`src/pfa_pkg.sv`:
```
// Package with the shared types and codes of the paged frame allocator.
package pfa_pkg;

   // Table sizes.
   localparam int NUM_FRAMES = 64;
   localparam int MAX_PROCS  = 16;
   localparam int MAX_PAGES  = 32;

   // Request opcodes.
   localparam logic [1:0] OP_CREATE = 2'd0;
   localparam logic [1:0] OP_MAP    = 2'd1;
   localparam logic [1:0] OP_FRAME  = 2'd2;
   localparam logic [1:0] OP_UNUSED = 2'd3;

   // Result status codes.
   localparam logic [2:0] ST_OK        = 3'd0;
   localparam logic [2:0] ST_DUPLICATE = 3'd1;
   localparam logic [2:0] ST_TOO_LARGE = 3'd2;
   localparam logic [2:0] ST_NO_FRAMES = 3'd3;
   localparam logic [2:0] ST_FULL      = 3'd4;
   localparam logic [2:0] ST_NOT_FOUND = 3'd5;
   localparam logic [2:0] ST_BAD_FRAME = 3'd6;

   // Configuration register indexes.
   localparam logic [1:0] REG_PAGE_BYTES  = 2'd0;
   localparam logic [1:0] REG_MAX_BYTES   = 2'd1;
   localparam logic [1:0] REG_FRAME_COUNT = 2'd2;

   typedef struct packed {
      logic [1:0]  opcode;
      logic [15:0] proc_id;
      logic [15:0] size_bytes;
      logic [5:0]  frame_index;
   } req_type;

   typedef struct packed {
      logic [2:0]  status;
      logic [4:0]  page_index;
      logic [5:0]  frame_number;
      logic [5:0]  page_total;
      logic        entry_valid;
      logic        frame_in_use;
      logic [15:0] owner_id;
      logic        last;
   } rsp_type;

   // Control from the sequencer to the page-count divider.
   typedef struct packed {
      logic        start;
      logic [15:0] dividend;
      logic [12:0] divisor;
   } div_ctl_type;

endpackage

```
`src/pfa_divider.sv`:
```
// Bit-serial divider that yields the rounded-up page count of a size.
module pfa_divider
   import pfa_pkg::*;
(
   input  logic        clock,
   input  logic        reset,
   input  div_ctl_type ctl,
   output logic        done,
   output logic [16:0] pages
);

   logic [16:0] rem_ff, rem_in;
   logic [15:0] quo_ff, quo_in;
   logic [12:0] dvs_ff, dvs_in;
   logic [4:0]  cnt_ff, cnt_in;
   logic        run_ff, run_in;
   logic        done_ff, done_in;
   logic [16:0] trial;

   // One quotient bit per cycle, restoring form.
   always_comb begin
      rem_in  = rem_ff;
      quo_in  = quo_ff;
      dvs_in  = dvs_ff;
      cnt_in  = cnt_ff;
      run_in  = run_ff;
      done_in = 1'b0;
      trial   = {rem_ff[15:0], quo_ff[15]};
      if (ctl.start) begin
         rem_in = '0;
         quo_in = ctl.dividend;
         dvs_in = (ctl.divisor == 13'd0) ? 13'd1 : ctl.divisor;
         cnt_in = 5'd0;
         run_in = 1'b1;
      end else if (run_ff) begin
         if (trial >= {4'd0, dvs_ff}) begin
            rem_in = trial - {4'd0, dvs_ff};
            quo_in = {quo_ff[14:0], 1'b1};
         end else begin
            rem_in = trial;
            quo_in = {quo_ff[14:0], 1'b0};
         end
         cnt_in = cnt_ff + 5'd1;
         if (cnt_ff == 5'd15) begin
            run_in  = 1'b0;
            done_in = 1'b1;
         end
      end
   end

   always_ff @(posedge clock) begin
      rem_ff <= rem_in;
      quo_ff <= quo_in;
      dvs_ff <= dvs_in;
      cnt_ff <= cnt_in;
      if (reset) begin
         run_ff  <= 1'b0;
         done_ff <= 1'b0;
      end else begin
         run_ff  <= run_in;
         done_ff <= done_in;
      end
   end

   assign done  = done_ff;
   assign pages = {1'b0, quo_ff} + {16'd0, (rem_ff != 17'd0)};

endmodule

```
`config.mk`:
```
export PLATFORM = sky130hd
export DESIGN_NAME = pfa_divider
export DESIGN_NICKNAME = d
export VERILOG_FILES = /design/src/pfa_pkg.sv /design/src/pfa_divider.sv
export SDC_FILE = /design/constraint.sdc
export NUM_CORES = 1
export LEC_CHECK = 0
export BUFFER_PORTS_ARGS = -buffer_cell sky130_fd_sc_hd__buf_2
export CORE_UTILIZATION = 61
export CTS_CLUSTER_SIZE = 14
export DETAILED_ROUTE_END_ITERATION = 12
export HOLD_SLACK_MARGIN = 0.12
export PLACE_DENSITY_LB_ADDON = 0.25
export SYNTH_ARGS = -nofsm -noshare
export SYNTH_HDL_FRONTEND = slang
export SYNTH_SLANG_ARGS = --single-unit
```
`constraint.sdc`:
```
create_clock -name clock -period 3.6 [get_ports clock]
set_input_delay 0 -clock clock [delete_from_list [all_inputs] [get_ports clock]]
set_output_delay 0 -clock clock [all_outputs]
set_load 0.005 [all_outputs]
```
=== Word-level counts from Yosys, hierarchy flattened ===
Cells that the tools add are included.

* Register bits after elaboration: 53
* Input bits: 32
* Output and inout bits: 18
* Logic and storage cells: 24

* $add $sub $neg: 3
* Order comparisons: 1
* Equality and inequality tests: 1
* Muxes and demuxes: 8
* Bitwise operators: 1
* Reduce and logical (&&, ||, !) cells: 4

{| class="wikitable"
|+ Operators with widths
! kind !! count
|-
| $mux 16 || 2
|-
| $add 16x1->17 || 1
|-
| $ge 17x13->1 || 1
|-
| $mux 17 || 1
|-
| $reduce_bool 17->1 || 1
|-
| $sub 17x13->17 || 1
|-
| $logic_not 13->1 || 1
|-
| $add 5x1->5 const B || 1
|-
| $eq 5x4->1 const B || 1
|-
| $mux 1 || 5
|-
| $reduce_or 3->1 || 1
|-
| $reduce_bool 2->1 || 1
|-
| $not 1->1 || 1
|}

=== Logic depth before layout (Yosys ltp) ===
* Depth after elaboration: 4
* Gate-level depth with buffers: 10
* Mapped depth without buffers: 10

=== Worst setup path after synthesis ===
OpenSTA, ideal clock, no wires.

* Kind: register -> register
* Start: register dvs_ff[3]
* End: register quo_ff[0], data pin
* Library setup time: 0.260 ns
* Arrival time: 1.991 ns
* Data required time: 3.340 ns
* Slack: 1.349 ns
* Cell stages (with the launch flop): 10
* Path buffers: 1
* Clock period less this slack: 2.251 ns
* Cell sequence: edfxtp_1 > inv_1 > ha_1 > a21o_1 > a21oi_2 > a21o_2 > a31oi_4 > a211o_1 > buf_4 > mux2_2

* Word-level cells in the longest chain between the ends: 4

{| class="wikitable"
|+ RTL lines
! element !! line !! text
|-
| start, declared || pfa_divider.sv:14 || <nowiki>logic [12:0] dvs_ff, dvs_in;</nowiki>
|-
| start signal, assigned || pfa_divider.sv:54 || <nowiki>dvs_ff <= dvs_in;</nowiki>
|-
| $ge 17x13->1 || pfa_divider.sv:36 || <nowiki>if (trial >= {4'd0, dvs_ff}) begin</nowiki>
|-
| $mux 1 || pfa_divider.sv:36 ||
|-
| $mux 16 || pfa_divider.sv:35 || <nowiki>end else if (run_ff) begin</nowiki>
|-
| $mux 16 || pfa_divider.sv:29 || <nowiki>if (ctl.start) begin</nowiki>
|-
| via quo_in[0] || pfa_divider.sv:13 || <nowiki>logic [15:0] quo_ff, quo_in;</nowiki>
|-
| end signal, assigned || pfa_divider.sv:53 || <nowiki>quo_ff <= quo_in;</nowiki>
|-
| end, declared || pfa_divider.sv:13 ||
|}

The timed path passes the listed nets, and every way through them passes these cells. The select of a mux whose other input is x is not followed.
A chain may end at the register's enable or synchronous reset.

=== Worst setup path in the final report ===
* Start: register dvs_ff[11]
* End: register rem_ff[0]

* Word-level cells in the longest chain between the ends: 2

{| class="wikitable"
|+ RTL lines
! element !! line !! text
|-
| $ge 17x13->1 || pfa_divider.sv:36 ||
|-
| $mux 17 || pfa_divider.sv:36 ||
|-
| end signal, assigned || pfa_divider.sv:52 || <nowiki>rem_ff <= rem_in;</nowiki>
|-
| end, declared || pfa_divider.sv:12 || <nowiki>logic [16:0] rem_ff, rem_in;</nowiki>
|}

Every way passes these cells.

==> metrics.yaml <==
setup_path:
  slowest_stage: "a211o_1"
  cp.buffers_inverters: 1
  worstRegToRegCells: 8
  crit_family: "compound AO/OA/AOI/OAI gates"
  slowest_delay_ns: 0.73
  cp-end-kind: "flop"
  required_ns: 3.84
  path_class: "flop to flop"
  path_cells: "inv_1, ha_1, and2_1, nand4_1, o31ai_1, a211o_1, mux2_1, a211oi_2"
  r2r_slack_ns: 0.66
  worstPathArrival_ns: 3.17
  r2r-end: "rem_ff[0]"
  crit_fanout: 21
  critPathLaunchType: "flop"
  r2r-start: "dvs_ff[11]"
sta:
  skew_ns: 0.006747
  rsz0062_at_grt: "no"
  final.setup.tns_ns: 0
  period_share: 0.8160
  tightest_slew_ns: 0.8734
  whs_ns: 0.1423
  hold_viol_final: 0
  final-max-slew-violation-count: 0
  setup_viol: 0
  relSlewSlack: 0.4178
  min_period_ns: 2.938
  fmaxAchievable_mhz: 340.4
clocking:
  cts_tree: "yes"
  cts_sinks: 53
  clockBufferDepth: 2
  post-cts-setup-buffers: 0
  clk_pin_slew_ns: 0.10
  cts_max_level: 2
  cts_buffers: 5
  cts_root_buf: "clkbuf_8"
  insertion_delay_ns: 0.31
finish:
  fillers: 365
  area.growth.synth_to_final_pct: 21.55
  layout_common_cells: "buf_2, nor2_1, dlygate4sd3_1, edfxtp_1, dfxtp_1"
  multi_input_area_sq_mm: 0.001700
  fin_util: 0.7683
  layout-drive-gt1-share: 0.1990
  final_common_cell: "buf_2"
  regArea_sq_mm: 0.001351
  nets: 451
  antenna_cells: 0
power:
  p_total_mw: 1.813
  ir_drop_mv: 0.3228
  power_density_mw_per_mm2: 462.1
  power.leakage_nw: 1.715
floorplan:
  core-area_sq_mm: 0.005107
  num_rows: 26
  die_area_sq_mm: 0.005587
  initial_utilization: 0.6320
  io_pins: 50
  die_x_microns: 74.75
  die_h_microns: 74.75
logic_synthesis:
  ys_ff_latch: 53
  synth_nets: 384
  synth-main-ff-cell: "edfxtp_1"
  synthArstFlopShare: 0
  synth_seq_area_share: 0.4186
  yosysUniqueCellTypes: 51
  yosys_warnings: 0
  synth_cells: 334
  synth-edff-count: 29
  synth_area_per_cell_sq_um: 9.665
  synth_area_sq_mm: 0.003228
routing:
  wl_per_cell_microns: 15.19
  ant_nets: 0
  vias: 2644
  dr.first_iter.drc_count: 146
  drc: 0
  wl_microns: 7168
  viasPerCell: 5.602
  first_pass_iters: 4
place:
  place_congestion: 0.8692
  io_buffers: 49
  place_hpwl_microns: 4660
global_routing:
  first_global_vias: 2525
  gr-usage-all-layers: 0.2687
  overflow: 0
  grt_antenna_before_repair: 0
  grt_max_degree: 52
  grt_pass1_wl_microns: 11250
outcome:
  status: "finished clean"
min_path:
  min_to: "rem_ff[12]"
  hold_path.class: "input port to flop"
  whs_path_depth: 4
  worstHoldStart: "ctl[29]"
run:
  drv_cap: 0
==> repair_timing <==
action | 4_1_cts | 5_1_grt
endpoints found under the hold margin | 31 | 0
hold buffers | 30 | 0
endpoints found under the setup margin | 0 | 0
resized for setup | 0 | 0
==> layer usage <==
| layer | GRT usage | part of all wire | vias up |
|---|---|---|---|
| met5 | 0 | 0 | - |
| met4 | 0.06709 | 0.013 | 0 |
| met3 | 0.04016 | 0.035 | 8 |
| met2 | 0.5205 | 0.51 | 72 |
| met1 | 0.3070 | 0.44 | 1246 |
| li1 | - | - | 1318 |
==> cell families (layout without fill, tap and decap cells) <==
kind of cell               Yosys count  count (layout)  synth area share
AOI/OAI and AO/OA                   55              55            0.1217
xor gates and xnor gates            26              26           0.07054
adders and majority gates           18              18           0.07209
buffers and inverters               44             112           0.05465
DFF                                 53              53            0.4186
muxes                               26              26           0.08643
and+or+nand+nor                    112             112            0.1760
==> worst reg2reg max path, stage by stage (launching register included) <==
cell and delay [ns]:
edfxtp_1 0.34, inv_1 0.05, ha_1 0.39, and2_1 0.22, nand4_1 0.14, o31ai_1 0.37
a211o_1 0.73, mux2_1 0.40, a211oi_2 0.21
==> cells in the mapped netlist (6+ instances only) <==
cell / number / area, sq um
nor2_1: 30 / 112.6
edfxtp_1: 29 / 870.8
dfxtp_1: 24 / 480.5
inv_1: 23 / 86.33
nand2_1: 22 / 82.58
clkbuf_1: 17 / 63.81
ha_1: 17 / 212.7
mux2_2: 14 / 157.7
xnor2_1: 14 / 122.6
a21oi_1: 12 / 60.06
xor2_1: 12 / 105.1
mux2i_1: 11 / 110.1
nand3_1: 11 / 55.05
nor3_1: 11 / 55.05
o21ai_0: 9 / 45.04
a211oi_1: 6 / 45.04
nor4_1: 6 / 37.54
==> cell type report <==
class / instances / share of cell area
clock buffers: 5 / 0.01754
clock inverters: 3 / 0.01754
inverters: 23 / 0.02200
multi-input cells: 237 / 0.4334
flip-flops and latches: 53 / 0.3444
well taps: 70 / 0.02232
repair buffers: 81 / 0.1429
==> power by group <==
group / total (mW) / switching (mW) / internal [mW]
clock: 0.475 / 0.196 / 0.280
sequential: 0.768 / 0.0594 / 0.708
combinational: 0.570 / 0.302 / 0.268
total: 1.81 / 0.557 / 1.26
==> metrics by stage <==
step	cells	cell area, sq um	worst slack [ns]
finish	472	3924	0.6623
global route	472	3924	0.4687
CTS	472	3924	0.6699
detailed placement	434	3486	0.7057
global placement	434	3486	0.8450
floorplan	334	3228	1.349
==> worst max-delay path by stage <==
stage               depth (start not counted)  slack (ns)        end  startpoint
CTS                                         8        0.67  rem_ff[0]  dvs_ff[11]
detailed placement                          9        0.71  rem_ff[0]   dvs_ff[3]
floorplan                                   9        1.35  quo_ff[0]   dvs_ff[3]
finish                                      8        0.66  rem_ff[0]  dvs_ff[11]
global route                                8        0.47  rem_ff[0]  dvs_ff[11]
global placement                            9        0.84  rem_ff[0]   dvs_ff[3]
==> registers in the layout (all words and copies together), names as in the netlist <==
| register | flops |
|---|---|
| dvs_ff | 13 |
| done | 1 |
| cnt_ff | 5 |
| quo_ff | 16 |
| run_ff | 1 |
| rem_ff | 17 |
Note: power is estimated with default switching activity, not from simulation.
